**src/rtl/core/spd_pkg.sv**
```systemverilog
package spd_pkg;

    localparam int CFG_IDX_W = 3;
    localparam int CFG_W     = 32;

    localparam logic [CFG_IDX_W-1:0] REG_OFFSET_X   = 3'd0;
    localparam logic [CFG_IDX_W-1:0] REG_OFFSET_Y   = 3'd1;
    localparam logic [CFG_IDX_W-1:0] REG_FOCAL      = 3'd2;
    localparam logic [CFG_IDX_W-1:0] REG_BASELINE   = 3'd3;
    localparam logic [CFG_IDX_W-1:0] REG_DISP_OFS   = 3'd4;

    localparam logic OP_LOAD    = 1'b0;
    localparam logic OP_MEASURE = 1'b1;

    localparam logic [1:0] STAT_OK    = 2'd0;
    localparam logic [1:0] STAT_DEN   = 2'd1;
    localparam logic [1:0] STAT_PLANE = 2'd2;

    localparam logic [31:0] LIM_NEG  = 32'h8000_0000;
    localparam logic [31:0] LIM_POS  = 32'h7FFF_FFFF;
    localparam logic [31:0] LIM_DIST = 32'hFFFF_FFFF;

    typedef struct packed {
        logic        operation;
        logic [15:0] left_x;
        logic [15:0] left_y;
        logic [15:0] right_x;
    } spd_in_t;

    typedef struct packed {
        logic [31:0]        distance;
        logic signed [31:0] depth;
        logic [1:0]         status;
    } spd_out_t;

endpackage

```
**src/rtl/core/spd_mul.sv**
```systemverilog
module spd_mul
    import spd_pkg::*;
(
    input  logic                clk,
    input  logic                rst_n,
    input  logic                start,
    input  logic signed [63:0]  a,
    input  logic signed [63:0]  b,
    input  logic                neg,
    output logic                done,
    output logic signed [127:0] prod
);

    logic [63:0]         ma_reg, ma_next;
    logic [63:0]         mb_reg, mb_next;
    logic                sgn_reg, sgn_next;
    logic signed [127:0] prod_reg, prod_next;
    logic [2:0]          step_reg, step_next;
    logic                busy_reg, busy_next;
    logic                done_reg, done_next;
    logic [31:0]         opa, opb;
    logic [63:0]         pp;
    logic [127:0]        addend;

    always_comb
    begin
        ma_next   = ma_reg;
        mb_next   = mb_reg;
        sgn_next  = sgn_reg;
        prod_next = prod_reg;
        step_next = step_reg;
        busy_next = busy_reg;
        done_next = 1'b0;
        opa       = ma_reg[31:0];
        opb       = mb_reg[31:0];
        case (step_reg[1:0])
            2'd0:
            begin
                opa = ma_reg[31:0];
                opb = mb_reg[31:0];
            end
            2'd1:
            begin
                opa = ma_reg[31:0];
                opb = mb_reg[63:32];
            end
            2'd2:
            begin
                opa = ma_reg[63:32];
                opb = mb_reg[31:0];
            end
            default:
            begin
                opa = ma_reg[63:32];
                opb = mb_reg[63:32];
            end
        endcase
        pp = opa * opb;
        case (step_reg[1:0])
            2'd0:    addend = {64'd0, pp};
            2'd1:    addend = {32'd0, pp, 32'd0};
            2'd2:    addend = {32'd0, pp, 32'd0};
            default: addend = {pp, 64'd0};
        endcase
        if (start)
        begin
            ma_next   = a[63] ? 64'(-a) : 64'(a);
            mb_next   = b[63] ? 64'(-b) : 64'(b);
            sgn_next  = a[63] ^ b[63] ^ neg;
            prod_next = '0;
            step_next = '0;
            busy_next = 1'b1;
        end
        else if (busy_reg)
        begin
            if (step_reg[2])
            begin
                prod_next = sgn_reg ? -prod_reg : prod_reg;
                busy_next = 1'b0;
                done_next = 1'b1;
            end
            else
            begin
                prod_next = prod_reg + $signed(addend);
                step_next = step_reg + 3'd1;
            end
        end
    end

    always_ff @(posedge clk or negedge rst_n)
    begin
        if (!rst_n)
        begin
            busy_reg <= 1'b0;
            done_reg <= 1'b0;
            step_reg <= '0;
        end
        else
        begin
            busy_reg <= busy_next;
            done_reg <= done_next;
            step_reg <= step_next;
        end
    end

    always_ff @(posedge clk)
    begin
        ma_reg   <= ma_next;
        mb_reg   <= mb_next;
        sgn_reg  <= sgn_next;
        prod_reg <= prod_next;
    end

    assign done = done_reg;
    assign prod = prod_reg;

endmodule

```
**config.mk**
```make
export PLATFORM = sky130hd
export DESIGN_NAME = spd_mul
export DESIGN_NICKNAME = d
export VERILOG_FILES = /design/src/rtl/core/spd_pkg.sv /design/src/rtl/core/spd_mul.sv
export SDC_FILE = /design/constraint.sdc
export NUM_CORES = 2
export LEC_CHECK = 0
export BUFFER_PORTS_ARGS = -buffer_cell sky130_fd_sc_hd__buf_2
export CAP_MARGIN = 20
export CORE_UTILIZATION = 50
export DETAILED_ROUTE_END_ITERATION = 10
export GPL_TIMING_DRIVEN = 0
export PLACE_DENSITY = 0.67
export SLEW_MARGIN = 25
export SYNTH_ARGS = -nofsm -noshare
export SYNTH_HDL_FRONTEND = slang
export SYNTH_SLANG_ARGS = --single-unit
```
**constraint.sdc**
```tcl
create_clock -name clk -period 13.85 [get_ports clk]
set_input_delay 2.77 -clock clk [delete_from_list [all_inputs] [get_ports clk]]
set_output_delay 2.77 -clock clk [all_outputs]
set_load 0.1 [all_outputs]
```
# --- After elaboration in Yosys (flattened, before gate mapping) ---
# Cells that the tools add are included.
op_classes:
  addsub: 5
  n_mul: 1
  n_div: 0
  order_cmp: 0
  n_eq_ne: 4
  shifts: 0
  mux: 16
  n_bitwise: 2
  reduce_logical: 7
ops:
  columns: ["operator", "count"]
  rows:
  - ["two-way mux 128 bit", 2]
  - ["case mux 128 bit (2 select lines)", 1]
  - ["adder 128 bit", 1]
  - ["negation 128 bit", 1]
  - ["negation 64 bit", 2]
  - ["two-way mux 63 bit", 2]
  - ["multiplier 32 x 32 -> 64 bit", 1]
  - ["two-way mux 32 bit", 2]
  - ["two-way mux 3 bit", 3]
  - ["two-way mux 1 bit", 6]
  - ["OR reduction 2 bit", 3]
  - ["!= test 2 bit (second input constant)", 2]
  - ["AND reduction 2 bit", 2]
  - ["adder 3 x 1 -> 3 bit (second input constant)", 1]
  - ["== test 2 x 1 -> 1 bit (second input constant)", 1]
  - ["== test 2 bit (second input constant)", 1]
  - ["zero test 2 bit", 1]
  - ["nonzero test 2 bit", 1]
  - ["bitwise XOR 1 bit", 2]
totals:
  ff_bits: 262
  latchBits: 0
  ramBits: 0
  mem_bits_ro: 0
  out_inout_bits: 129
  wordCells: 45
  memories: 0

# --- Longest topological paths before layout ---
depth:
  word_depth: 7
  depth_mapped: 48
  mapped_depth_nobuf: 43

# --- Least setup slack after synthesis ---
# Ideal clock, no wire load.
synth_timing:
  path_type: "reg2reg"
  from: "register step_reg[0]"
  to: "register prod_reg[100], in the netlist prod[100]"
  setup_ns: 0.095
  arrival_ns: 11.632
  slack_ns: 2.123
  path_stages_with_launch: 45
  path_buffers: 5
  period_less_slack_ns: 11.727
  cell_sequence: "dfrtp_1 inv_1 ha_1 clkbuf_1 nor2_1 clkbuf_1 buf_1 mux2i_1 clkbuf_1 nor2_1 fa_1 fa_1 fa_1 inv_1 fa_1 inv_1 fa_1 fa_1 [... 9 more ...] nor4b_1 nor3b_1 a21oi_1 o21ai_0 a221oi_1 xor2_1 o22ai_1 ha_1 clkbuf_1 nand4_1 nor3_1 nand2b_1 a21o_1 a31o_2 o31ai_1 nor3b_1 o31ai_1 a221oi_1"
synth_between:
  elab_chain_cells: 7
  word_cells_on_any_way: 12
synth_lines:
  columns: ["item", "line", "source"]
  rows:
  - ["start, declared", "spd_mul.sv:18", "logic [2:0] step_reg, step_next;"]
  - ["start signal, assigned", "spd_mul.sv:102", "step_reg <= step_next;"]
  - ["== test 2 x 1 -> 1 bit (tied with other cells)", "spd_mul.sv:36, spd_mul.sv:59", null]
  - ["OR reduction 2 bit (no line)", null, null]
  - ["two-way mux 32 bit", "spd_mul.sv:36", "case (step_reg[1:0])"]
  - ["multiplier 32 x 32 -> 64 bit", "spd_mul.sv:58", "pp = opa * opb;"]
  - ["case mux 128 bit (2 select lines) (*)", "spd_mul.sv:59", "case (step_reg[1:0])"]
  - ["adder 128 bit (*)", "spd_mul.sv:84", "prod_next = prod_reg + $signed(addend);"]
  - ["two-way mux 128 bit (*)", "spd_mul.sv:76", "if (step_reg[2])"]
  - ["end signal, assigned", "spd_mul.sv:111", "prod_reg <= prod_next;"]
  - ["end, declared", "spd_mul.sv:17", "logic signed [127:0] prod_reg, prod_next;"]
# Mark *: on every way between the ends. The rest lies on a longest branch, timed or not.
# A chain may end at the register's enable or synchronous reset.

# --- Worst setup path in the final report ---
layout_timing:
  from: "register step_reg[0]"
  to: "register prod_reg[122], in the netlist prod[122]"
# The elaborated chain is that of the path after synthesis.

==> report_table.html <==
<table>
<tr><th>Metric</th><th>Value</th></tr>
<tr><th colspan="2">STA</th></tr>
<tr><td>Period Utilization, post-route</td><td>1.00</td></tr>
<tr><td>Post-route worst setup slack</td><td>0.00301 ns</td></tr>
<tr><td>Clock Skews</td><td>0.0579 ns</td></tr>
<tr><td>Worst hold margin</td><td>0.571 ns</td></tr>
<tr><td>Final period demand of the worst path</td><td>13.85 ns</td></tr>
<tr><td>Hold violation total from the final report</td><td>0</td></tr>
<tr><td>Number of setup violations in the final report</td><td>0</td></tr>
<tr><td>Fmax</td><td>0.0722 GHz</td></tr>
<tr><td>Transition time at the pin with the least slew margin</td><td>1.25 ns</td></tr>
<tr><td>Max Transition Viols Final</td><td>0</td></tr>
<tr><td>Max-Slew Margin vs Limit</td><td>0.170</td></tr>
<tr><th colspan="2">Synthesis</th></tr>
<tr><td>Async S/R FF share, synth</td><td>0.0191</td></tr>
<tr><td>Post-Synthesis Mean Instance Area</td><td>8.18 µm²</td></tr>
<tr><td>Number of flops mapped to enable cells by yosys</td><td>129</td></tr>
<tr><td>Total of warnings raised by yosys</td><td>0</td></tr>
<tr><td>Proportion of netlist area held by the largest area contributor</td><td>0.316</td></tr>
<tr><td>Synth top area cells</td><td>fa_1 32%, ha_1 8.7%, edfxtp_1 6.8%</td></tr>
<tr><td>Post-synthesis sequential element count</td><td>262</td></tr>
<tr><td>Post-synthesis cell type count</td><td>81</td></tr>
<tr><td>Synth Cell Area</td><td>56900 µm²</td></tr>
<tr><td>Net count after synthesis</td><td>8378</td></tr>
<tr><td>Syn Inst Count</td><td>6952</td></tr>
<tr><td>Cell type with the highest aggregate area in the netlist</td><td>fa_1</td></tr>
<tr><td>Primary FF master, synth</td><td>edfxtp_1</td></tr>
<tr><td>Seq/Total Area, Yosys</td><td>0.115</td></tr>
<tr><th colspan="2">Clocking</th></tr>
<tr><td>Largest buffer count on any clock path</td><td>3</td></tr>
<tr><td>Num CTS Buffers</td><td>34</td></tr>
<tr><td>Clock latency on the worst-skew pair</td><td>0.61 ns</td></tr>
<tr><td>Hold-fix buffers, CTS</td><td>0</td></tr>
<tr><td>TritonCTS clock tree</td><td>built</td></tr>
<tr><td>Number of sinks on the clock net</td><td>262</td></tr>
<tr><td>Register clock-pin slew on the reported worst setup and hold paths</td><td>0.06 ns</td></tr>
<tr><td>Htree depth</td><td>2</td></tr>
<tr><td>Clock root buffer</td><td>clkbuf_16</td></tr>
<tr><th colspan="2">Worst setup path</th></tr>
<tr><td>Kind of start point of the critical path</td><td>flop</td></tr>
<tr><td>Crit Reg-Reg Endpoint</td><td>prod[122]$_SDFFE_PP0P_</td></tr>
<tr><td>Required time worst endpoint</td><td>14.29 ns</td></tr>
<tr><td>Category of the worst setup path capture point</td><td>flop</td></tr>
<tr><td>Critical path peak fanout</td><td>10</td></tr>
<tr><td>End point of the critical path</td><td>prod[122]$_SDFFE_PP0P_</td></tr>
<tr><td>Register-to-Register Setup Slack</td><td>0.003 ns</td></tr>
<tr><td>Largest stage delay, worst path</td><td>0.75 ns</td></tr>
<tr><td>Source of the critical timing path</td><td>step_reg[0]$_DFFE_PN0P_</td></tr>
<tr><td>RR Startpoint</td><td>step_reg[0]$_DFFE_PN0P_</td></tr>
<tr><td>Path type of the worst setup path</td><td>flop to flop</td></tr>
<tr><td>Most frequent CP cell</td><td>fa_1</td></tr>
<tr><td>Cell with the largest stage delay on the worst path</td><td>mux2i_4</td></tr>
<tr><td>Logic depth of the worst register-to-register path</td><td>41</td></tr>
<tr><td>Data arrival, critical path</td><td>14.29 ns</td></tr>
<tr><th colspan="2">Drt</th></tr>
<tr><td>Detailed Route WL</td><td>264000 µm</td></tr>
<tr><td>Drt first-iter violations</td><td>7786</td></tr>
<tr><td>DRC violations left</td><td>0</td></tr>
<tr><td>Vias post-DR</td><td>56356</td></tr>
<tr><td>Average wire per standard cell</td><td>29.9 µm</td></tr>
<tr><td>Detailed-route vias per instance</td><td>6.37</td></tr>
<tr><td>Remaining antenna violation count after routing</td><td>0</td></tr>
<tr><td>Number of optimization iterations in the first detailed-route pass</td><td>6</td></tr>
<tr><th colspan="2">Die</th></tr>
<tr><td>Starting Density</td><td>0.505</td></tr>
<tr><td>Die width</td><td>339 µm</td></tr>
<tr><td>Die footprint</td><td>115000 µm²</td></tr>
<tr><td>Io pins</td><td>261</td></tr>
<tr><td>Placement Rows</td><td>123</td></tr>
<tr><td>Area of the core</td><td>113000 µm²</td></tr>
<tr><td>Die height</td><td>339 µm</td></tr>
<tr><th colspan="2">Cells and area</th></tr>
<tr><td>Ratio of cells with drive above 1 in the final layout</td><td>0.101</td></tr>
<tr><td>Growth of design area from synthesis to finish</td><td>11.3%</td></tr>
<tr><td>Number of flip-flops under the largest register name</td><td>128</td></tr>
<tr><td>Fin nets</td><td>8729</td></tr>
<tr><td>Number of standard cells in the final layout excluding fillers</td><td>8849</td></tr>
<tr><th colspan="2">Place</th></tr>
<tr><td>Post-placement setup slack</td><td>-3.48 ns</td></tr>
<tr><td>Cell Count Post-Placement</td><td>8721</td></tr>
<tr><td>Global placer's final weighted congestion</td><td>1.09</td></tr>
<tr><td>Total of buffers placed on input and output ports</td><td>258</td></tr>
<tr><td>Post-detail-place hpwl</td><td>220000 µm</td></tr>
<tr><th colspan="2">Global route</th></tr>
<tr><td>Total global routing track utilization</td><td>0.451</td></tr>
<tr><td>Pin count of the biggest net entering global routing</td><td>97</td></tr>
<tr><td>Global-route wire length before repair</td><td>374000 µm</td></tr>
<tr><td>Via count of the first global-routing pass</td><td>54105</td></tr>
<tr><td>Grt total ovfl</td><td>0</td></tr>
<tr><td>Number of antenna violations at the first check in global routing</td><td>15</td></tr>
<tr><th colspan="2">Job</th></tr>
<tr><td>Max capacitance violation total</td><td>0</td></tr>
<tr><th colspan="2">Worst hold path</th></tr>
<tr><td>Path category of the worst min-delay check</td><td>flop to flop</td></tr>
<tr><th colspan="2">Outcome</th></tr>
<tr><td>Result of the run</td><td>finished clean</td></tr>
</table>
[area by class of cell]
| class | instances | area, µm² |
|---|---|---|
| Antenna cell | 21 | 52.6 |
| Buffer | 349 | 1540 |
| Clock buffer | 43 | 935 |
| Clock inverter | 18 | 173 |
| Fill cell | 10737 | 49300 |
| Inverter | 958 | 3600 |
| Multi-Input combinational cell | 5372 | 46500 |
| Sequential cell | 262 | 6560 |
| Tap cell | 1500 | 1880 |
| Timing Repair Buffer | 326 | 2090 |
[worst min-delay path by stage]
stage                            start                      end  slack, ns  depth (start not counted)
2_1_floorplan  step_reg[1]$_DFFE_PN0P_  step_reg[1]$_DFFE_PN0P_       0.54                          2
3_3_place_gp      prod[0]$_SDFFE_PP0P_     prod[0]$_SDFFE_PP0P_       0.56                          2
3_5_place_dp      prod[0]$_SDFFE_PP0P_     prod[0]$_SDFFE_PP0P_       0.55                          2
4_1_cts           prod[0]$_SDFFE_PP0P_     prod[0]$_SDFFE_PP0P_       0.57                          2
5_1_grt           prod[0]$_SDFFE_PP0P_     prod[0]$_SDFFE_PP0P_       0.62                          2
6_report          prod[0]$_SDFFE_PP0P_     prod[0]$_SDFFE_PP0P_       0.57                          2
[critical path: cells and delay by family (launching register included)]
family / cells / cell delay, ns
buffers and inverters: 6 / 1.55
AO/OA/AOI/OAI: 16 / 3.80
adder cells (fa/ha/maj): 11 / 5.33
multiplexers: 1 / 0.75
AND/OR/NAND/NOR: 5 / 0.93
flip-flops: 1 / 0.44
XOR/XNOR: 2 / 0.87
[stage by stage]
step	area (µm²)	utilization	TNS, ns
5_1_grt	63300	0.562	-0.105
2_1_floorplan	56900	-	0
3_3_place_gp	60100	0.533	-250.52
3_5_place_dp	60500	0.537	-201.97
6_report	63400	0.562	0
4_1_cts	62800	0.557	0
[layout by cell type, fill, tap and decap left out, drive strengths merged, types with 15 or more instances in the layout]
| cell type | count |
|---|---|
| nand3 | 78 |
| xnor2 | 240 |
| a21oi | 387 |
| o22ai | 51 |
| mux2i | 63 |
| clkinv | 16 |
| o41ai | 23 |
| ha | 397 |
| a211oi | 75 |
| and2 | 59 |
| and3 | 35 |
| o31ai | 58 |
| inv | 959 |
| nand2b | 30 |
| clkbuf | 358 |
| diode | 21 |
| a221oi | 19 |
| nand4 | 94 |
| mux2 | 63 |
| or2 | 23 |
| buf | 360 |
| nor3 | 115 |
| dfxtp | 128 |
| o21a | 23 |
| o21ai | 307 |
| nand2 | 826 |
| nor2 | 892 |
| a21o | 103 |
| edfxtp | 129 |
| a31oi | 53 |
| nor4 | 40 |
| xor2 | 64 |
| o21bai | 67 |
| o211ai | 18 |
| fa | 897 |
| or4 | 46 |
| or3 | 58 |
| a22oi | 15 |
[cells in the mapped netlist, types with 22 or more instances]
cell type	n
inv_1	957
fa_1	897
nor2_1	892
nand2_1	826
ha_1	397
a21oi_1	387
clkbuf_1	334
o21ai_0	305
xnor2_1	240
edfxtp_1	129
dfxtp_1	128
nor3_1	114
a21o_1	103
nand4_1	94
nand3_1	77
a211oi_1	75
o21bai_1	67
xor2_1	64
mux2_2	63
mux2i_1	63
and2_1	58
o31ai_1	58
or3_1	56
a31oi_1	53
o22ai_1	51
or4_1	38
nor4_1	37
and3_1	35
nand2b_1	30
buf_1	26
o21a_1	23
or2_2	23
o41ai_1	22
[cell families after synthesis]
group	share of synthesized area
AO/OA/AOI/OAI	0.142
XOR/XNOR	0.0468
adder cells (fa/ha/maj)	0.403
buffers and inverters	0.0869
flip-flops	0.115
multiplexers	0.0236
AND/OR/NAND/NOR	0.183
[routing by layer]
metal,part of all wire,GRT usage
met3,0.15,0.174
met4,0.061,0.228
met2,0.40,0.621
met5,0.00095,0.0118
met1,0.40,0.613
[repair_timing]
action,CTS,global route
hold endpoints to repair,0,0
setup endpoints to repair,93,65
pin swaps,3,5
gates resized for setup,216,114
buffers inserted,35,20
Power is not shown: default switching activity piles up to over one toggle a cycle in this logic, so the estimate is an artifact.
