==> src/rtl/core/spd_pkg.sv <==
package spd_pkg;

    localparam int CFG_IDX_W = 3;
    localparam int CFG_W     = 32;

    localparam logic [CFG_IDX_W-1:0] REG_OFFSET_X   = 3'd0;
    localparam logic [CFG_IDX_W-1:0] REG_OFFSET_Y   = 3'd1;
    localparam logic [CFG_IDX_W-1:0] REG_FOCAL      = 3'd2;
    localparam logic [CFG_IDX_W-1:0] REG_BASELINE   = 3'd3;
    localparam logic [CFG_IDX_W-1:0] REG_DISP_OFS   = 3'd4;

    localparam logic OP_LOAD    = 1'b0;
    localparam logic OP_MEASURE = 1'b1;

    localparam logic [1:0] STAT_OK    = 2'd0;
    localparam logic [1:0] STAT_DEN   = 2'd1;
    localparam logic [1:0] STAT_PLANE = 2'd2;

    localparam logic [31:0] LIM_NEG  = 32'h8000_0000;
    localparam logic [31:0] LIM_POS  = 32'h7FFF_FFFF;
    localparam logic [31:0] LIM_DIST = 32'hFFFF_FFFF;

    typedef struct packed {
        logic        operation;
        logic [15:0] left_x;
        logic [15:0] left_y;
        logic [15:0] right_x;
    } spd_in_t;

    typedef struct packed {
        logic [31:0]        distance;
        logic signed [31:0] depth;
        logic [1:0]         status;
    } spd_out_t;

endpackage

==> src/rtl/core/spd_div.sv <==
module spd_div
    import spd_pkg::*;
(
    input  logic         clk,
    input  logic         rst_n,
    input  logic         start,
    input  logic [127:0] num,
    input  logic [63:0]  den,
    input  logic [31:0]  limit,
    output logic         done,
    output logic [31:0]  quo
);

    logic [127:0] n_reg, n_next;
    logic [63:0]  d_reg, d_next;
    logic [31:0]  lim_reg, lim_next;
    logic [63:0]  r_reg, r_next;
    logic [31:0]  q_reg, q_next;
    logic         st_reg, st_next;
    logic [6:0]   cnt_reg, cnt_next;
    logic         busy_reg, busy_next;
    logic         done_reg, done_next;
    logic [31:0]  res_reg, res_next;
    logic [63:0]  r_sh;
    logic         ge;

    always_comb
    begin
        n_next    = n_reg;
        d_next    = d_reg;
        lim_next  = lim_reg;
        r_next    = r_reg;
        q_next    = q_reg;
        st_next   = st_reg;
        cnt_next  = cnt_reg;
        busy_next = busy_reg;
        done_next = 1'b0;
        res_next  = res_reg;
        r_sh      = {r_reg[62:0], n_reg[127]};
        ge        = (r_sh >= d_reg);
        if (start)
        begin
            n_next    = num;
            d_next    = den;
            lim_next  = limit;
            r_next    = '0;
            q_next    = '0;
            st_next   = 1'b0;
            cnt_next  = '0;
            busy_next = 1'b1;
        end
        else if (busy_reg)
        begin
            n_next   = {n_reg[126:0], 1'b0};
            r_next   = ge ? r_sh - d_reg : r_sh;
            q_next   = {q_reg[30:0], ge};
            st_next  = st_reg | q_reg[31];
            cnt_next = cnt_reg + 7'd1;
            if (&cnt_reg)
            begin
                busy_next = 1'b0;
                done_next = 1'b1;
                res_next  = (st_next || q_next > lim_reg) ? lim_reg : q_next;
            end
        end
    end

    always_ff @(posedge clk or negedge rst_n)
    begin
        if (!rst_n)
        begin
            busy_reg <= 1'b0;
            done_reg <= 1'b0;
            cnt_reg  <= '0;
        end
        else
        begin
            busy_reg <= busy_next;
            done_reg <= done_next;
            cnt_reg  <= cnt_next;
        end
    end

    always_ff @(posedge clk)
    begin
        n_reg   <= n_next;
        d_reg   <= d_next;
        lim_reg <= lim_next;
        r_reg   <= r_next;
        q_reg   <= q_next;
        st_reg  <= st_next;
        res_reg <= res_next;
    end

    assign done = done_reg;
    assign quo  = res_reg;

endmodule

==> config.mk <==
export PLATFORM = sky130hd
export DESIGN_NAME = spd_div
export DESIGN_NICKNAME = d
export VERILOG_FILES = /design/src/rtl/core/spd_pkg.sv /design/src/rtl/core/spd_div.sv
export SDC_FILE = /design/constraint.sdc
export NUM_CORES = 1
export LEC_CHECK = 0
export BUFFER_PORTS_ARGS = -buffer_cell sky130_fd_sc_hd__clkbuf_2
export CAP_MARGIN = 20
export CORE_MARGIN = 3
export CORE_UTILIZATION = 35
export DETAILED_ROUTE_END_ITERATION = 12
export GPL_TIMING_DRIVEN = 0
export PLACE_DENSITY = 0.63
export SLEW_MARGIN = 15
export SYNTH_ARGS = -nofsm -noshare
export SYNTH_HDL_FRONTEND = slang
export SYNTH_SLANG_ARGS = --single-unit
export TNS_END_PERCENT = 100
==> constraint.sdc <==
create_clock -name clk -period 12.3 [get_ports clk]
set_input_delay 2.46 -clock clk [delete_from_list [all_inputs] [get_ports clk]]
set_output_delay 2.46 -clock clk [all_outputs]
set_load 0.03 [all_outputs]
Word-level counts from Yosys, hierarchy flattened
Index checks and enable logic that the tools add are counted.
Cells by class
  order comparisons: 2
  div/mod/pow operators: 0
  bitwise operators: 2
  muxes and demuxes: 12
  $add $sub $neg: 2
  equal/unequal tests: 0
  reduce and logical (&&, ||, !) cells: 4
  shift operators: 0
  multiply operators: 0
Operators with widths (count)
  $mux 128: 2
  $ge 64x64->1: 1
  $mux 63: 1
  $sub 63x63->63: 1
  $gt 32x32->1: 1
  $mux 32: 1
  $mux 7: 2
  $reduce_and 9->1: 1
  $add 7x1->7 const B: 1
  $reduce_and 7->1: 1
  $mux 1: 6
  $reduce_bool 2->1: 1
  $logic_or 1x1->1: 1
  $not 1->1: 1
  $or 1x1->1: 1
Storage, ports and cells
  bits in latches: 0
  output and inout port bits: 33
  flip-flop bits (word level): 361
  ROM bits: 0
  memories: 0
  bits in writable memories: 0

Logic depth before layout (Yosys ltp)
Gate-level depths: netlist of run 1.
  depth in word-level cells: 4
  depth in mapped cells: 25
  gate-level depth less buffers: 22

Least setup slack after synthesis of run 1
Ideal clock, no wire load.
  path kind: input to register
  from: input port start
  to: register res_reg[0] (netlist: quo[0]) (enable)
  setup time: 0.461 ns
  data arrival time: 5.107 ns
  buffers on the path: 2
  cell stages on the path: 3
  path slack: 6.732 ns
  path through: clkbuf_1 clkbuf_1 nor3_1
Between the ends
  word-level cells in the longest chain between the ends: 2
Ends and longest elaborated chain
  start, declared: RTL line spd_div.sv:6  | input logic start,
  $not 1->1 (no line)
  $reduce_and 9->1 (no line)
  end signal, assigned: RTL line spd_div.sv:92  | res_reg <= res_next;
  end, declared: RTL line spd_div.sv:23  | logic [31:0] res_reg, res_next;
Every way passes these cells.
A chain may end at the register's enable or synchronous reset.

Final worst setup path of run 1
  from: register n_reg[127]
  to: register res_reg[14] (netlist: quo[14]), data pin
Between the ends
  word-level cells in the longest chain between the ends: 4
Ends and longest elaborated chain
  start, declared: RTL line spd_div.sv:14  | logic [127:0] n_reg, n_next;
  start signal, assigned: RTL line spd_div.sv:86  | n_reg <= n_next;
  $ge 64x64->1: RTL line spd_div.sv:40  | ge = (r_sh >= d_reg);
  $gt 32x32->1: RTL line spd_div.sv:63  | res_next = (st_next || q_next > lim_reg) ? lim_reg : q_next;
  $logic_or 1x1->1: RTL line spd_div.sv:63
  $mux 32: RTL line spd_div.sv:63
Every way passes these cells.

==> results of run 1 <==
## logic make-up (layout without fill, tap and decap cells)
family | Yosys count | count (layout)
simple gates | 402 | 402
flops | 361 | 361
compound gates | 357 | 357
mux | 193 | 193
buf+inv | 193 | 535
fa+ha+maj | 98 | 98
xor+xnor | 57 | 57
other cells | 0 | 2
## where the power goes
group	leakage, nW	switching, mW	internal (mW)
clock network	0.703	0.509	0.813
registers	3.48	0.0241	1.38
logic	5.60	0.120	0.106
## through the flow
step	instance area, µm²	cells	power (mW)	setup slack [ps]
6_report	22370	2685	2.952	5477
5_1_grt	22360	2683	3.072	5192
4_1_cts	22360	2683	2.999	5398
3_5_place_dp	20900	2606	1.654	5459
3_3_place_gp	20790	2600	1.646	3064
2_1_floorplan	18640	1661	1.561	6732
## cells in the final DEF, fill, tap and decap left out, types with 21 or more instances in the layout
cell,instances
a21o_1,37
a21oi_1,114
a311oi_1,38
clkbuf_1,63
clkbuf_16,44
clkbuf_2,258
dfxtp_1,96
edfxtp_1,256
ha_1,97
inv_1,114
mux2_1,21
mux2_2,138
mux2i_1,34
nand2_1,148
nand4_1,24
nor2_1,137
o21ai_0,33
xnor2_1,34
xor2_1,23
## critical path, delay by kind of cell, from the launching register on
| kind | cells | cell delay [ps] |
|---|---|---|
| multiplexers | 1 | 380 |
| AO/OA/AOI/OAI | 14 | 3810 |
| flip-flops | 1 | 460 |
| AND/OR/NAND/NOR | 2 | 150 |
| adder cells (fa/ha/maj) | 3 | 610 |
| buffers and inverters | 5 | 1140 |
## worst paths after layout
check	startpoint	cells after the start	to	slack, ps
min in group asynchronous	rst_n	1	done	1760
hold / removal	st_reg	2	st_reg	470
setup / recovery	n_reg[127]	25	quo[14]	5480
max in group asynchronous	rst_n	1	cnt_reg[5]	10340
hold reg to reg	st_reg	2	st_reg	470
setup reg to reg	n_reg[127]	25	quo[14]	5480
## routing by layer
layer	up-vias	track usage (%)	wire length [µm]
met5	-	0	7
met4	2	5.259	1335
met3	86	4.356	3493
met2	396	27.41	22030
met1	6610	22.96	22020
li1	6743	-	-
## layout make-up
type                            instances  share of cell area (%)
Antenna cell                            2                 0.02238
Buffer                                 78                   1.482
Clock buffer                           61                   5.432
Clock inverter                         16                   1.085
Inverter                              115                   1.930
Multi-Input combinational cell       1107                   35.99
Sequential cell                       361                   43.97
Tap cell                              680                   3.804
Timing Repair Buffer                  265                   6.288
==> run metrics, run 1 <==
status=finished clean; Die Ht=236.8 µm; cell with the most instances after synthesis=edfxtp_1; initial core utilization=35.82%; post-route ant nets=0; Port Buffers=259; compound-gate portion of the synthesized area=between 10% and 20%; hpwl dp=36300 µm; Worst Skew=15.56 ps; Post-CTS Hold Buffers=0; mean routed wirelength per cell=18.21 µm; RSZ-0062 raised after global routing=false; largest net degree at the start of global routing=64; CP Class=register to register; RD Place Congestion=0.9247; Yosys top cell area share=between 40% and 50%; Finish-stage setup viols=0; Post-Synth XOR/XNOR Area=~2.7%; EDFF count, synth=256; warnings from Yosys=0; clk buf depth=3; Slew Limit Fails=0; share of layout cells above drive strength 1=24.91%; achievable frequency=146.6 MHz; cell row count=83; max incr delay on CP=880 ps; GRT Util Overall=17.17%; dominant synthesized flop cell=edfxtp_1; Fill cells=4899; Syn Std Cell Area=18640 µm²; Seq/Total Area, Yosys=52.76%; Post-Synth Adder-Cell Area=6.619%; H-tree levels=2; Yosys top cell by area=edfxtp_1; 1st-iter DRT viols=between 900 and 1000; Lkg Pwr=9.791 nW; initial antenna violation count=3; multi-input logic area=between 8000 and 9000 µm²; Syn Area/Cell=11.22 µm²; simple-gate share of the synthesized area=9.525%; Post-synth ARST share=under 10%; hold crit path type=register to register; Reg area=between 9000 and 10000 µm²; minimum clock period=between 6000 and 7000 ps; final core occ=42.99%; mux cell area share after synthesis=11.43%; Post-Syn Nets=1986; worst-path fanout max=10; final period utilization=55.47%; peak supply drop=0.1047 mV; IO Pins=260; Worst EP arrival=just over 7000 ps; vias in the first global route=14070; WP data required=12590 ps; Post-Syn Instances=1661; drt pass-1 iters=5; GR Overflow Total=0; Residual DRC=0; WHS=473.0 ps; die area=around 56000 µm²; routed vias/inst=5.153; critical path's slowest cell=a211oi_1; Syn-to-layout area delta=20.00%; max reg flops=128; Setup TNS Final=0 ps; Worst slew margin=23.40%; clk sinks=361; top post-synthesis cells by area=edfxtp_1 (41%), dfxtp_1 (10%), mux2_2 (8.3%), ha_1 (6.5%), a21oi_1 (3.1%); Pwr Density=around 130 nW/µm²; routed vias=between 10000 and 15000; root buf cell=clkbuf_16; cts repair resizes=0; global-route wire length before repair=77180 µm; max-cap violation count=0; clk slew on worst S/H paths=60 ps; Post-CTS Setup Bufs=0; TritonCTS clock tree=built; Clock Latency Late Sink=between 500 and 600 ps; CP endpoint kind=register; Most common cell on crit path=o21a_1; crit start category=register; Post-synth top cells=edfxtp_1 (256), nand2_1 (148), mux2_2 (138); largest family of logic cells by synthesized area=compound AO/OA/AOI/OAI gates; Final Hold Viols=0; Routed WL=48890 µm; Synth Register Bits=361; chip width=between 200 and 250 µm; CTS buffer count=42; synth unique cells=70; Core ar.=52030 µm²; Worst Tran Pin Value=1149 ps; Final #Nets=2295
(Power assumes the default switching activity.)
==> inputs of run 2 (changes only) <==
--- a/config.mk
+++ b/config.mk
@@ -5,13 +5,14 @@
 export SDC_FILE = /design/constraint.sdc
 export NUM_CORES = 1
 export LEC_CHECK = 0
+export ABC_AREA = 1
 export BUFFER_PORTS_ARGS = -buffer_cell sky130_fd_sc_hd__clkbuf_2
 export CAP_MARGIN = 20
 export CORE_MARGIN = 3
 export CORE_UTILIZATION = 35
 export DETAILED_ROUTE_END_ITERATION = 12
 export GPL_TIMING_DRIVEN = 0
-export PLACE_DENSITY = 0.63
+export PLACE_DENSITY = 0.65
 export SLEW_MARGIN = 15
 export SYNTH_ARGS = -nofsm -noshare
 export SYNTH_HDL_FRONTEND = slang
==> constraint.sdc (replaced) <==
create_clock -name clk -period 5.7 [get_ports clk]
set_input_delay 1.14 -clock clk [delete_from_list [all_inputs] [get_ports clk]]
set_output_delay 1.14 -clock clk [all_outputs]
set_load 0.03 [all_outputs]
==> run 2 against run 1 <==
  * Flip-flop and latch count unchanged
  * Cell area is 10% higher
  * Die area rose by 12%
  * Synthesized cell count is 73% higher
  * Worst setup slack lost 4400 ps
  * Cell count rose by 49%
  * Global-route usage is 2.5 points higher
  * Clock skew grew 18 ps
  * Maximum frequency up 49%
  * Sequential power grew 120%
  * Highest routed layer unchanged
==> run metrics, run 2 <==
routed vias/inst=4.559; Post-synth ARST share=between 2 and 2.5%; most frequent cells in the layout=nand2_1 (1304), inv_1 (514), clkbuf_2 (258); Clock Latency Late Sink=590 ps; IO Pins=260; dominant synthesized flop cell=edfxtp_1; cts repair resizes=0; Worst slew margin=between 40% and 50%; Routed WL=61890 µm; TritonCTS clock tree=built; final core occ=41.77%; crit path capture=quo[2]; CP endpoint kind=register; max incr delay on CP=440 ps; Post-synth top cells=nand2_1 (1304), inv_1 (514), edfxtp_1 (256); max-cap violation count=0; max reg flops=128; RSZ-0062 raised after global routing=false; Reg2Reg Launch Point=n_reg[127]; H-tree levels=2; Die Ht=250.8 µm; RD Place Congestion=0.9699; GRT Util Overall=19.62%; mux cell area share after synthesis=0%; GR Overflow Total=0; Post-CTS Hold Buffers=0; Slew Limit Fails=0; Final #Nets=between 3000 and 4000; post-route ant nets=0; synth unique cells=38; Synth Register Bits=361; Syn Std Cell Area=20970 µm²; chip width=250.8 µm; vias in the first global route=17700; Post-CTS Setup Bufs=0; share of layout cells above drive strength 1=11.98%; placed cells=just under 4000; mean routed wirelength per cell=15.50 µm; Most common cell on crit path=nand2_1; FF-to-FF End=quo[2]; crit start category=register; clk sinks=~360; Post-Synth Adder-Cell Area=5.883%; warnings from Yosys=0; Syn-to-layout area delta=17.77%; setup ws final=~1100 ps; cell row count=about 90; Yosys top cell area share=36.66%; flop2flop setup slack=roughly 1100 ps; hpwl dp=between 40000 and 50000 µm; clk slew on worst S/H paths=60 ps; achievable frequency=218.5 MHz; Setup crit start=n_reg[127]; initial core utilization=between 30 and 40%; Worst EP arrival=4850 ps; Core ar.=59130 µm²; Setup TNS Final=0 ps; Yosys top cell by area=edfxtp_1; peak supply drop=0.2158 mV; worst setup slack after placement=1174 ps; minimum clock period=4576 ps; critical path's slowest cell=edfxtp_1; Pwr Density=248.7 nW/µm²; CP Class=register to register; CTS buffer count=42; cell with the most instances after synthesis=nand2_1; Final Cell Area=24700 µm²; Post-Syn Instances=roughly 2900; leading cell type in the layout, fill and taps excluded=nand2_1; top post-synthesis cells by area=edfxtp_1 (37%), nand2_1 (23%), inv_1 (9.2%), dfxtp_1 (9.2%), ha_1 (5.8%); compound-gate portion of the synthesized area=4.308%; root buf cell=clkbuf_16; final period utilization=80.29%; global-route wire length before repair=97290 µm; Seq/Total Area, Yosys=46.89%; Post-Syn Nets=3196; hold crit path type=input port to async pin; Lkg Pwr=13.16 nW; initial antenna violation count=9; Port Buffers=259; worst reg2reg path depth=30; simple-gate share of the synthesized area=30.77%; overall power=6.143 mW; Worst Tran Pin Value=839.2 ps; area post-placement=23340 µm²; die area=roughly 63000 µm²; clk buf depth=3; largest family of logic cells by synthesized area=simple AND/OR/NAND/NOR gates; Syn Area/Cell=7.305 µm²; EDFF count, synth=256; Residual DRC=0; drt pass-1 iters=5; routed vias=between 15000 and 20000; Post-Synth XOR/XNOR Area=1.044%; Final Hold Viols=0; non-filler cells, final=3992; Worst Skew=33.14 ps; WP data required=5970 ps; 1st-iter DRT viols=1159; worst-path fanout max=10; Finish-stage setup viols=0; largest net degree at the start of global routing=89; status=finished clean; WHS=roughly 400 ps
-- run 2: cell types whose count changed in the layout (fill, tap and decap cells not counted), sizes merged, moves of 17 or more --
| cell | previous run | this run |
|---|---|---|
| nand2 | 149 | 1311 |
| inv | 117 | 522 |
| mux2 | 159 | 0 |
| nand3 | 16 | 155 |
| a21oi | 116 | 66 |
| a311oi | 38 | 0 |
| a21o | 37 | 1 |
| mux2i | 34 | 0 |
| nor2 | 137 | 110 |
| xnor2 | 34 | 9 |
| o22ai | 6 | 30 |
| and3 | 20 | 0 |
| clkbuf | 371 | 353 |
| a211oi | 17 | 0 |
-- run 2: routing by layer --
metal / track usage [%] / wire [µm] / up-vias
met5: 0 / 41 / -
met4: 6.201 / 1686 / 6
met3: 3.931 / 3867 / 94
met2: 32.64 / 28240 / 473
met1: 25.80 / 28050 / 8117
li1: - / - / 9508
-- run 2: cells by family (layout without fill, tap and decap cells) --
family          Yosys count  after routing
buf+inv                 597            939
compound gates          168            168
xor+xnor                 25             25
other cells               0              6
simple gates           1622           1622
fa+ha+maj                98             98
flops                   361            361
-- run 2: layout make-up --
| class | instances | area (µm²) |
|---|---|---|
| Antenna cell | 6 | 15.01 |
| Clock inverter | 23 | 235.2 |
| Buffer | 74 | 376.6 |
| Inverter | 523 | 1963 |
| Timing Repair Buffer | 264 | 1383 |
| Sequential cell | 361 | 9834 |
| Tap cell | 773 | 967.2 |
| Multi-Input combinational cell | 1913 | 8813 |
| Fill cell | 6176 | 34430 |
| Clock buffer | 55 | 1110 |
-- run 2: where the power goes --
group          total, mW  switching [mW]  internal (mW)
Sequential          3.01          0.0482           2.96
Clock               2.62            1.14           1.49
Combinational      0.508           0.323          0.185
-- run 2: worst min path at each step --
stage | endpoint | cells after the start | slack (ps) | start
floorplan | r_reg[62] | 2 | 430 | r_reg[62]
CTS | cnt_reg[6] | 1 | 370 | rst_n
finish | cnt_reg[6] | 1 | 400 | rst_n
detailed placement | r_reg[62] | 2 | 460 | r_reg[62]
global placement | r_reg[62] | 2 | 450 | r_reg[62]
global route | busy_reg | 1 | 390 | rst_n
-- run 2: worst max-delay path, delay by kind of cell (launching register included) --
family,cells,cell delay [ps]
adder cells (fa/ha/maj),3,830
AND/OR/NAND/NOR,18,1580
buffers and inverters,6,950
AO/OA/AOI/OAI,3,440
flip-flops,1,440
