[src/rtl/core/spd_pkg.sv]
package spd_pkg;

    localparam int CFG_IDX_W = 3;
    localparam int CFG_W     = 32;

    localparam logic [CFG_IDX_W-1:0] REG_OFFSET_X   = 3'd0;
    localparam logic [CFG_IDX_W-1:0] REG_OFFSET_Y   = 3'd1;
    localparam logic [CFG_IDX_W-1:0] REG_FOCAL      = 3'd2;
    localparam logic [CFG_IDX_W-1:0] REG_BASELINE   = 3'd3;
    localparam logic [CFG_IDX_W-1:0] REG_DISP_OFS   = 3'd4;

    localparam logic OP_LOAD    = 1'b0;
    localparam logic OP_MEASURE = 1'b1;

    localparam logic [1:0] STAT_OK    = 2'd0;
    localparam logic [1:0] STAT_DEN   = 2'd1;
    localparam logic [1:0] STAT_PLANE = 2'd2;

    localparam logic [31:0] LIM_NEG  = 32'h8000_0000;
    localparam logic [31:0] LIM_POS  = 32'h7FFF_FFFF;
    localparam logic [31:0] LIM_DIST = 32'hFFFF_FFFF;

    typedef struct packed {
        logic        operation;
        logic [15:0] left_x;
        logic [15:0] left_y;
        logic [15:0] right_x;
    } spd_in_t;

    typedef struct packed {
        logic [31:0]        distance;
        logic signed [31:0] depth;
        logic [1:0]         status;
    } spd_out_t;

endpackage

[src/rtl/core/spd_sqrt.sv]
module spd_sqrt
    import spd_pkg::*;
(
    input  logic         clk,
    input  logic         rst_n,
    input  logic         start,
    input  logic [127:0] value,
    output logic         done,
    output logic [63:0]  root
);

    logic [127:0] v_reg, v_next;
    logic [67:0]  rem_reg, rem_next;
    logic [63:0]  root_reg, root_next;
    logic [5:0]   cnt_reg, cnt_next;
    logic         busy_reg, busy_next;
    logic         done_reg, done_next;
    logic [67:0]  rem_sh;
    logic [67:0]  trial;
    logic         ge;

    always_comb
    begin
        v_next    = v_reg;
        rem_next  = rem_reg;
        root_next = root_reg;
        cnt_next  = cnt_reg;
        busy_next = busy_reg;
        done_next = 1'b0;
        rem_sh    = {rem_reg[65:0], v_reg[127:126]};
        trial     = {2'b00, root_reg, 2'b01};
        ge        = (rem_sh >= trial);
        if (start)
        begin
            v_next    = value;
            rem_next  = '0;
            root_next = '0;
            cnt_next  = '0;
            busy_next = 1'b1;
        end
        else if (busy_reg)
        begin
            v_next    = {v_reg[125:0], 2'b00};
            rem_next  = ge ? rem_sh - trial : rem_sh;
            root_next = {root_reg[62:0], ge};
            cnt_next  = cnt_reg + 6'd1;
            if (&cnt_reg)
            begin
                busy_next = 1'b0;
                done_next = 1'b1;
            end
        end
    end

    always_ff @(posedge clk or negedge rst_n)
    begin
        if (!rst_n)
        begin
            busy_reg <= 1'b0;
            done_reg <= 1'b0;
            cnt_reg  <= '0;
        end
        else
        begin
            busy_reg <= busy_next;
            done_reg <= done_next;
            cnt_reg  <= cnt_next;
        end
    end

    always_ff @(posedge clk)
    begin
        v_reg    <= v_next;
        rem_reg  <= rem_next;
        root_reg <= root_next;
    end

    assign done = done_reg;
    assign root = root_reg;

endmodule

[config.mk]
export PLATFORM = sky130hd
export DESIGN_NAME = spd_sqrt
export DESIGN_NICKNAME = d
export VERILOG_FILES = /design/src/rtl/core/spd_pkg.sv /design/src/rtl/core/spd_sqrt.sv
export SDC_FILE = /design/constraint.sdc
export NUM_CORES = 1
export LEC_CHECK = 0
export BUFFER_PORTS_ARGS = -buffer_cell sky130_fd_sc_hd__buf_2
export CAP_MARGIN = 25
export CORE_ASPECT_RATIO = 1.5
export CORE_MARGIN = 1.5
export CORE_UTILIZATION = 57
export CTS_CLUSTER_DIAMETER = 150
export DETAILED_ROUTE_END_ITERATION = 10
export GPL_TIMING_DRIVEN = 0
export PLACE_DENSITY = 0.76
export SYNTH_ARGS = -nofsm -noshare
export SYNTH_HDL_FRONTEND = slang
export SYNTH_SLANG_ARGS = --single-unit
[constraint.sdc]
create_clock -name clk -period 10.1 [get_ports clk]
set_input_delay 2.02 -clock clk [delete_from_list [all_inputs] [get_ports clk]]
set_output_delay 2.02 -clock clk [all_outputs]
set_load 0.02 [all_outputs]
[Word-level counts from Yosys, hierarchy flattened]
Cells that the tools add are included.
Storage, ports and cells
  register bits: 266
  output and inout port bits: 65
  logic and storage cells: 22
  input bits: 131
Operators by class
  multiplexer cells: 11
  reduce and logical (&&, ||, !) cells: 2
  $add $sub $neg: 2
  $lt $le $gt $ge: 1
Operators by type and width (count)
  two-way mux 128 bit: 2
  >= comparator 68 x 66 -> 1 bit: 1
  two-way mux 66 bit: 1
  subtractor 66 bit: 1
  two-way mux 6 bit: 2
  adder 6 x 1 -> 6 bit, second input constant: 1
  two-way mux 1 bit: 6
  AND reduction 6 bit: 1
  nonzero test 2 bit: 1

[Depth between registers and ports, before layout]
Gate-level depths: netlist (run 1).
  depth after elaboration: 4
  depth in mapped cells: 14
  gate-level depth less buffers: 12

[Worst setup path after synthesis (run 1)]
OpenSTA, ideal clock, no wires.
  path type: in2reg
  start point: input port start
  end point: register v_reg[0] (enable)
  library setup time: 480 ps
  arrival: 5127 ps
  buffers on the path: 2
  data required time: 9620 ps
  cell stages on the path: 4
  setup slack: 4492 ps
  path through: clkbuf_1 -> nor2_1 -> clkbuf_1 -> inv_1
On the way
  cells in the longest elaborated chain, start to end: 1
Ends and longest elaborated chain
  start: declaration: line spd_sqrt.sv:6  | input logic start,
  nonzero test 2 bit (no source line)
  end signal: assignment: line spd_sqrt.sv:73  | v_reg <= v_next;
  end: declaration: line spd_sqrt.sv:12  | logic [127:0] v_reg, v_next;
No other way between the ends.
A chain may end at the register's enable or synchronous reset.

[Final worst setup path (run 1)]
  start point: input port start
  end point: register v_reg[32] (enable)
The elaborated chain is that of the path after synthesis.

==> impl_metrics.py, run 1 <==
metrics = {
    "status": {
        "status": "finished clean",
    },
    "synth": {
        "ys_warn_count": 0,
        "postSynthCellCount": 1512,
        "yosys-top-cells-area": "edfxtp_1 26%, dfxtp_1 17%, mux2_2 9.6%, mux2i_1 5.6%, ha_1 5.6%",
        "synth_adder_area_share_pct": 5.56,
        "async_flop_share_pct": 3.01,
        "syn_area_um2": 15100,
        "yosysTopAreaCellShare_pct": 25.5,
        "syn_avg_cell_area_um2": 9.97,
        "synth_top_family_by_area": "multiplexers",
        "synth_ff_type": "dfxtp_1",
        "synth_top_area_cell": "edfxtp_1",
        "synth.net_count": 1710,
        "ys_seq_elements": 266,
        "synth-xor-area-share_pct": 3.78,
        "synth_compound_area_share_pct": 15.3,
        "synthMuxAreaShare_pct": 15.6,
        "synth-edff-count": 128,
        "ys_seq_area_share_pct": 44.1,
        "synth_simple_gate_area_share_pct": 11.0,
        "ys_types": 75,
    },
    "worst_setup_path": {
        "arrival_ns": 4.50,
        "critical_path_peak_fanout": 81,
        "ff2ff_path_depth": 13,
        "r2r_slack_ns": 6.00,
        "startpoint_type": "primary input",
        "reg2reg_to": "rem_reg[2]$_SDFFE_PP0P_",
        "cp.required_ns": 10.34,
        "worstSetupEndpointType": "flop",
        "r2r-start": "root[36]$_SDFFE_PP0P_",
        "critPathKind": "in2reg",
    },
    "route": {
        "totalWireLength_mm": 39.5,
        "first_iter_violations": 730,
        "drc": 0,
        "vias": 12300,
        "firstDrtPassIters": 5,
        "ant_nets": 0,
        "wl_per_cell_um": 18.9,
        "viasPerCell": 5.89,
    },
    "cells_and_area": {
        "final_nets": 1934,
        "drive_gt1_share_pct": 22.2,
        "largest_register_ffs": 128,
        "final_util_pct": 67.2,
        "syn_to_final_growth_pct": 15.3,
        "fill_cells": 2101,
    },
    "floorplan": {
        "core_um2": 25900,
        "fp-row-count": 72,
        "die_h_um": 202,
        "boundaryPins": 196,
        "dieArea_um2": 27400,
        "initial_core_util_pct": 58.3,
        "fp.dieW_um": 136,
    },
    "global_route": {
        "grt_pass1_vias": 12600,
        "grtUsageTotal_pct": 29.0,
        "grt_pass1_wl_mm": 63.1,
        "antenna_found_initial": 1,
        "grt-ovfl-total": 0,
        "grt_max_degree": 82,
    },
    "clock_tree": {
        "htreeDepth": 1,
        "cts_setup_buffers": 0,
        "cts_resized": 0,
        "cts_tree": "built",
        "clkTransAtPathRegs_ns": 0.06,
        "hold_buffers": 0,
        "cts_buffer_depth": 3,
        "clock_tree.root_cell": "clkbuf_16",
        "clock_latency_ns": 0.55,
        "cts_sinks": 266,
        "numCtsBuffers": 26,
    },
    "sta": {
        "slew_headroom_pct": 30.0,
        "fin_tns_setup_ns": 0,
        "fmax_ghz": 0.234,
        "report.final.slew_viol_count": 0,
        "layout_min_cycle_time_ns": 4.26,
        "rsz0062_at_grt": "no",
        "setup_violations": 0,
        "tightest_slew_ns": 1.05,
        "period_share_pct": 42.2,
        "finalClockSkew_ns": 0.0135,
        "hold_viol": 0,
    },
    "placement": {
        "gp_congestion": 0.943,
        "dpl.hpwl_mm": 29.7,
        "io_buffers": 194,
    },
    "power_and_ir_drop": {
        "power_leakage_nw": 7.80,
        "ir_drop_mv": 0.177,
        "pwr_density_cell_nw_per_um2": 303,
    },
    "hold_path": {
        "worstHoldPathCells": 2,
        "min_to": "rem_reg[41]$_SDFFE_PP0P_",
        "hold_start": "rem_reg[41]$_SDFFE_PP0P_",
        "hp-class": "reg2reg",
    },
    "job": {
        "cap_violations": 0,
    },
}
==> routing by layer <==
layer	up-vias	wire [um]	global-route usage (%)
met5	-	12	0
met4	2	1920	13.6
met3	119	2740	6.77
met2	431	19700	51.0
met1	5862	15200	32.6
li1	5904	-	-
==> worst max-delay path by stage <==
stage                                      from                        to  cells past startpoint  slack, ns
after floorplan                           start    v_reg[0]$_SDFFCE_PN0P_                      4       4.49
after global placement                    start       v_reg[31]$_DFFE_PP_                      4       2.83
after detailed placement                  start       v_reg[32]$_DFFE_PP_                      5       5.32
after CTS                                 start       v_reg[23]$_DFFE_PP_                      5       5.89
after global routing      root[10]$_SDFFE_PP0P_  rem_reg[59]$_SDFFE_PP0P_                     12       5.72
final                                     start       v_reg[32]$_DFFE_PP_                      5       5.84
==> synth_stat cells, types with 3 or more instances <==
cell type / instances
a31oi_1: 13
nor2_1: 191
edfxtp_1: 128
nand4_1: 30
o2111ai_1: 3
o21ai_0: 55
a221oi_1: 4
and2_1: 9
nor2b_1: 7
o41ai_1: 3
a211oi_1: 45
nor4_1: 4
mux2i_1: 85
o21bai_1: 17
o211ai_1: 4
a41oi_1: 4
ha_1: 67
buf_1: 6
o21a_1: 8
or2_2: 4
nand3_1: 11
nand2b_1: 4
xnor2_1: 34
inv_1: 83
clkbuf_1: 77
mux2_2: 129
o31ai_1: 4
mux2_1: 4
dfrtp_1: 8
xor2_1: 31
nor3_1: 12
a21oi_1: 98
o22ai_1: 3
nand2_1: 81
o221ai_1: 4
or4_1: 3
buf_2: 8
a311oi_1: 5
a22o_1: 11
a21o_1: 38
and3_1: 6
dfxtp_1: 130
==> final cells by class <==
type	instances	area [um^2]	share of cell area [%]
flip-flops and latches	266	6650	38.2
clock inverters	12	159	0.914
diodes	1	2.50	0.0144
well taps	333	417	2.40
inverters	84	322	1.85
plain buffers	94	389	2.24
clock buffers	36	712	4.10
multi-input cells	1068	7720	44.4
repair buffers	196	1010	5.83
==> cell usage in the layout (no fill, tap or decap), drive strengths merged, types with 12 or more instances in the layout <==
cell type | netlist | routed
mux2i | 85 | 85
nor3 | 12 | 12
nand4 | 31 | 31
a211oi | 45 | 45
o21bai | 17 | 17
ha | 67 | 67
xor2 | 31 | 31
a21oi | 99 | 99
inv | 83 | 84
a21o | 38 | 38
dfxtp | 130 | 130
xnor2 | 34 | 34
buf | 17 | 213
o21ai | 57 | 57
mux2 | 133 | 133
a31oi | 13 | 13
edfxtp | 128 | 128
nand2 | 83 | 83
clkbuf | 77 | 113
nor2 | 191 | 191
==> cell families (layout without fill, tap and decap cells) <==
kind of cell,Yosys count,count (layout)
AOI/OAI and AO/OA,346,346
adders and majority gates,67,67
muxes,218,218
other,0,1
xor gates and xnor gates,65,65
and+or+nand+nor,372,372
buffers and inverters,178,422
DFF,266,266
==> per-stage QoR <==
step                power, mW  hold WS, ns  instance area (um^2)  worst slack, ns  instances
CTS                      5.23        0.502                 17400             5.89       2089
floorplan                3.54        0.443                 15100             4.49       1512
detailed placement       4.20        0.498                 16500             5.32       2041
finish                   5.26        0.507                 17400             5.84       2090
global placement         4.16        0.476                 16500             2.83       2039
global route             5.59        0.527                 17400             5.72       2089
==> worst max-delay path, stage by stage <==
cell	delay, ns
clkbuf_1	0.27
nor2_1	0.86
clkbuf_1	0.61
inv_6	0.32
buf_16	0.33
==> power by group <==
part,total (mW),internal (mW),switching [mW]
clock network,1.02,0.594,0.421
logic,2.85,1.17,1.67
registers,1.40,1.30,0.101
(Power assumes the default switching activity.)
==> inputs of run 2 (changes only) <==
Settings changed: CORE_UTILIZATION 57 to 53, PLACE_DENSITY 0.76 to 0.74.
Clock period 10.1 ns to 3.4 ns, I/O delays scaled along.
==> impl_metrics.py, run 2 (synthesized netlist as in run 1, its figures left out) <==
metrics = {
    "global_route": {
        "grt_pass1_vias": 12600,
        "gr-usage-met3_pct": 6.18,
        "antenna_found_initial": 2,
        "grt_use_met1_pct": 30.6,
        "grt_most_used_layer": "met2",
        "met2_usage_pct": 49.3,
        "grt-ovfl-total": 0,
        "grt_max_degree": 43,
        "grt_pass1_wl_mm": 64.8,
        "grtUsageTotal_pct": 27.5,
    },
    "route": {
        "viasPerCell": 5.89,
        "first_iter_violations": 802,
        "firstDrtPassIters": 5,
        "vias": 12300,
        "totalWireLength_mm": 41.0,
        "ant_nets": 0,
        "wl_per_cell_um": 19.6,
        "drc": 0,
    },
    "floorplan": {
        "fp-row-count": 75,
        "dieArea_um2": 29500,
        "boundaryPins": 196,
        "core_um2": 28000,
        "fp.dieW_um": 141,
        "initial_core_util_pct": 53.9,
        "die_h_um": 210,
    },
    "worst_setup_path": {
        "critPathKind": "reg2reg",
        "critPathLaunch": "root[4]$_SDFFE_PP0P_",
        "cp.required_ns": 3.86,
        "critical_path_peak_fanout": 6,
        "r2r-start": "root[4]$_SDFFE_PP0P_",
        "arrival_ns": 3.80,
        "worstSetupEndpointType": "flop",
        "startpoint_type": "flop",
    },
    "clock_tree": {
        "cts_tree": "built",
        "clock_latency_ns": 0.57,
        "numCtsBuffers": 27,
        "cts_sinks": 266,
        "cts_buffer_depth": 3,
        "clock_tree.root_cell": "clkbuf_16",
        "htreeDepth": 1,
        "clkTransAtPathRegs_ns": 0.06,
    },
    "sta": {
        "setup_violations": 0,
        "hold-worst-slack_ns": 0.402,
        "fmax_ghz": 0.300,
        "period_share_pct": 98.0,
        "slew_headroom_pct": 26.6,
        "finalClockSkew_ns": 0.0138,
        "layout_min_cycle_time_ns": 3.33,
        "report.final.slew_viol_count": 0,
        "hold_viol": 0,
        "tightest_slew_ns": 1.10,
    },
    "hold_path": {
        "hold_start": "value[0]",
        "hp-class": "in2reg",
    },
    "cells_and_area": {
        "layout_common_cells": "198 x buf_2, 188 x nor2_1, 129 x mux2_2",
        "multiInputGateArea_um2": 8070,
        "fin_area_um2": 17800,
        "layout_commonest_cell": "buf_2",
        "syn_to_final_growth_pct": 18.4,
        "largest_register_ffs": 128,
        "register_area_um2": 6660,
        "drive_gt1_share_pct": 27.7,
        "final_util_pct": 63.8,
        "final_nets": 1924,
        "fill_cells": 2324,
        "antenna_cells": 0,
    },
    "placement": {
        "place_area_um2": 16600,
        "io_buffers": 194,
        "gp_congestion": 0.958,
        "dpl.hpwl_mm": 30.3,
    },
    "status": {
        "status": "finished clean",
    },
    "power_and_ir_drop": {
        "power_leakage_nw": 7.93,
        "ir_drop_mv": 0.615,
        "pwr_density_cell_nw_per_um2": 918,
    },
    "job": {
        "cap_violations": 0,
    },
}
-- run 2: report_power, final --
group / switching, mW / internal, mW
clock: 1.30 / 1.66
sequential: 0.317 / 3.87
combinational: 5.29 / 3.95
total: 6.90 / 9.47
-- run 2: worst paths after layout --
kind / to / cells after the start / slack, ns
hold / removal: v_reg[0]$_SDFFCE_PN0P_ / 2 / 0.40
min in group asynchronous: done$_DFF_PN0_ / 2 / 0.48
setup / recovery: rem_reg[59]$_SDFFE_PP0P_ / 12 / 0.07
setup reg to reg: rem_reg[59]$_SDFFE_PP0P_ / 12 / 0.07
max in group asynchronous: cnt_reg[3]$_DFFE_PN0P_ / 2 / 2.75
hold reg to reg: rem_reg[0]$_SDFFE_PP0P_ / 2 / 0.50
-- run 2: layer usage --
metal,part of all wire (%),up-vias
met5,0.063,-
met4,5.0,4
met3,7.0,117
met2,51,434
met1,37,5872
li1,-,5903
-- run 2: area by class of cell --
class / instances / area share, %
Multi-Input combinational cell: 1068 / 45.2
Inverter: 84 / 1.79
Tap cell: 346 / 2.43
Sequential cell: 266 / 37.3
Timing Repair Buffer: 214 / 6.55
Clock buffer: 37 / 4.30
Buffer: 65 / 1.85
Clock inverter: 12 / 0.554
-- run 2: critical path, cell delays in order (launching register included) --
cell	delay [ns]
dfxtp_1	0.39
inv_1	0.06
ha_1	0.37
a21o_1	0.24
a31oi_1	0.21
o21bai_1	0.12
o311ai_2	0.36
a31oi_2	0.18
o21ai_2	0.29
a21oi_1	0.17
a22oi_1	0.18
mux2_2	0.37
a311oi_1	0.30
-- run 2: repair_timing --
item                                    in CTS  in global routing
pin swaps                                    4                 15
setup buffers                                6                  9
resized for setup                           31                 65
hold endpoints to repair                     8                  0
endpoints found under the setup margin      67                 67
hold buffers                                 1                  0
-- run 2: metrics by stage --
step                std cells  total power [mW]  worst slack, ns  setup TNS (ns)
floorplan                1512              10.5          -0.0470           -6.02
global placement         2052              12.4            -1.09         -160.40
detailed placement       2056              12.5           -0.670          -26.22
CTS                      2103              15.8          0.00106               0
global route             2092              17.4          -0.0417         -0.0927
finish                   2092              16.4           0.0666               0
==> inputs of run 3 (changes only) <==
Settings changed: CTS_CLUSTER_DIAMETER 150 to default, SETUP_SLACK_MARGIN from default to 0.15.
==> impl_metrics.py, run 3 (synthesized netlist as in run 1, its figures left out) <==
metrics = {
    "status": {
        "status": "finished clean",
    },
    "sta": {
        "fmax_ghz": 0.311,
        "layout_min_cycle_time_ns": 3.21,
        "setup_ws_ns": 0.188,
        "rsz0062_at_grt": "yes",
        "report.final.slew_viol_count": 0,
        "slew_headroom_pct": 25.6,
        "setup_violations": 0,
        "tightest_slew_ns": 1.12,
        "hold-worst-slack_ns": 0.401,
        "period_share_pct": 94.5,
        "finalClockSkew_ns": 0.0149,
        "hold_viol": 0,
    },
    "clock_tree": {
        "cts_sinks": 266,
        "clock_tree.root_cell": "clkbuf_16",
        "clkTransAtPathRegs_ns": 0.08,
        "cts_tree": "built",
        "numCtsBuffers": 27,
        "cts_buffer_depth": 3,
        "htreeDepth": 1,
        "clock_latency_ns": 0.57,
    },
    "floorplan": {
        "core_um2": 28000,
        "boundaryPins": 196,
        "fp.dieW_um": 141,
        "fp-row-count": 75,
        "die_h_um": 210,
        "dieArea_um2": 29500,
        "initial_core_util_pct": 53.9,
    },
    "power_and_ir_drop": {
        "fin_total_pwr_mw": 17.5,
        "swShare_pct": 42.3,
        "ir_drop_mv": 0.617,
        "pwr_density_cell_nw_per_um2": 933,
        "p_int_mw": 10.1,
        "p_sw_mw": 7.39,
        "power_frac_comb_pct": 59.0,
        "seqPwrFrac_pct": 24.1,
        "clock_power_share_pct": 17.0,
        "power_leakage_nw": 8.30,
    },
    "route": {
        "drc": 0,
        "vias": 12600,
        "wl_per_cell_um": 19.7,
        "firstDrtPassIters": 7,
        "ant_nets": 0,
        "totalWireLength_mm": 42.2,
        "viasPerCell": 5.89,
        "first_iter_violations": 753,
    },
    "global_route": {
        "grt-ovfl-total": 0,
        "grt_pass1_vias": 12700,
        "antenna_found_initial": 2,
        "grt_pass1_wl_mm": 65.3,
        "grt_max_degree": 43,
        "grtUsageTotal_pct": 27.7,
    },
    "job": {
        "cap_violations": 0,
    },
    "cells_and_area": {
        "drive_gt1_share_pct": 33.3,
        "final_util_pct": 66.9,
        "fill_cells": 2219,
        "final_cells": 2143,
        "layout_common_cells": "199 x buf_2, 185 x nor2_1, 129 x mux2_2",
        "antenna_cells": 0,
        "layout_commonest_cell": "buf_2",
        "syn_to_final_growth_pct": 24.2,
        "final_nets": 1975,
        "largest_register_ffs": 128,
    },
    "worst_setup_path": {
        "worstSetupEndpointType": "flop",
        "critical_path_peak_fanout": 5,
        "r2r_slack_ns": 0.19,
        "arrival_ns": 3.65,
        "startpoint_type": "flop",
        "cp.required_ns": 3.83,
        "critPathKind": "reg2reg",
    },
    "placement": {
        "gp_congestion": 0.958,
        "dp.cells": 2056,
        "dpl.hpwl_mm": 30.3,
        "dpl_worst_slack_ns": -0.670,
        "io_buffers": 194,
    },
    "hold_path": {
        "hp-class": "in2reg",
    },
}
==> run 3: worst max-delay path: stages, from the launching register on <==
cell	delay [ns]
dfxtp_1	0.37
inv_1	0.06
ha_1	0.36
nand4_1	0.16
or4_4	0.58
o41ai_4	0.43
a21oi_4	0.13
o41ai_4	0.13
nand2_8	0.14
buf_12	0.18
mux2_1	0.33
mux2i_1	0.17
nor2_1	0.06
==> run 3: per-layer routing <==
layer / GRT usage (%) / wire, um
met1: 30.6 / 15900
met2: 50.0 / 21300
met3: 6.25 / 2830
met4: 12.9 / 2110
met5: 0 / 26
==> run 3: power groups by stage <==
stage	registers (mW)	logic, mW	clock network, mW
5_1_grt	4.24	11.1	3.13
4_1_cts	4.16	8.84	3.02
6_report	4.20	10.3	2.96
2_1_floorplan	4.12	6.39	0
3_3_place_gp	4.20	8.18	0
3_5_place_dp	4.22	8.27	0
==> run 3: cell type report <==
type / count / area [um^2] / share of cell area, %
clock buffers: 37 / 767 / 4.10
repair buffers: 235 / 1340 / 7.18
clock inverters: 12 / 98.8 / 0.528
inverters: 84 / 322 / 1.72
flip-flops and latches: 266 / 6710 / 35.8
multi-input cells: 1069 / 8450 / 45.1
well taps: 346 / 433 / 2.31
plain buffers: 94 / 598 / 3.20
==> run 3: timing repair <==
item,CTS,global route
hold endpoints to repair,8,0
setup endpoints to repair,67,67
buffers inserted,9,26
resized for setup,95,208
gates cloned,0,2
pin swaps,12,30
hold buffers,1,0
==> run 3: worst paths after layout <==
check,startpoint,to,cells after the start
max,root[2]$_SDFFE_PP0P_,rem_reg[25]$_SDFFE_PP0P_,12
max in group asynchronous,rst_n,cnt_reg[0]$_DFFE_PN0P_,2
min reg2reg,root[56]$_SDFFE_PP0P_,root[56]$_SDFFE_PP0P_,2
min,value[0],v_reg[0]$_SDFFCE_PN0P_,2
max reg2reg,root[2]$_SDFFE_PP0P_,rem_reg[25]$_SDFFE_PP0P_,12
min in group asynchronous,rst_n,done$_DFF_PN0_,2
==> run 3: metrics by stage <==
step                TNS, ns  instance area, um^2
detailed placement   -26.22                16600
CTS                       0                17800
global placement    -160.40                16500
floorplan             -6.02                15100
finish                    0                18700
global route              0                18700
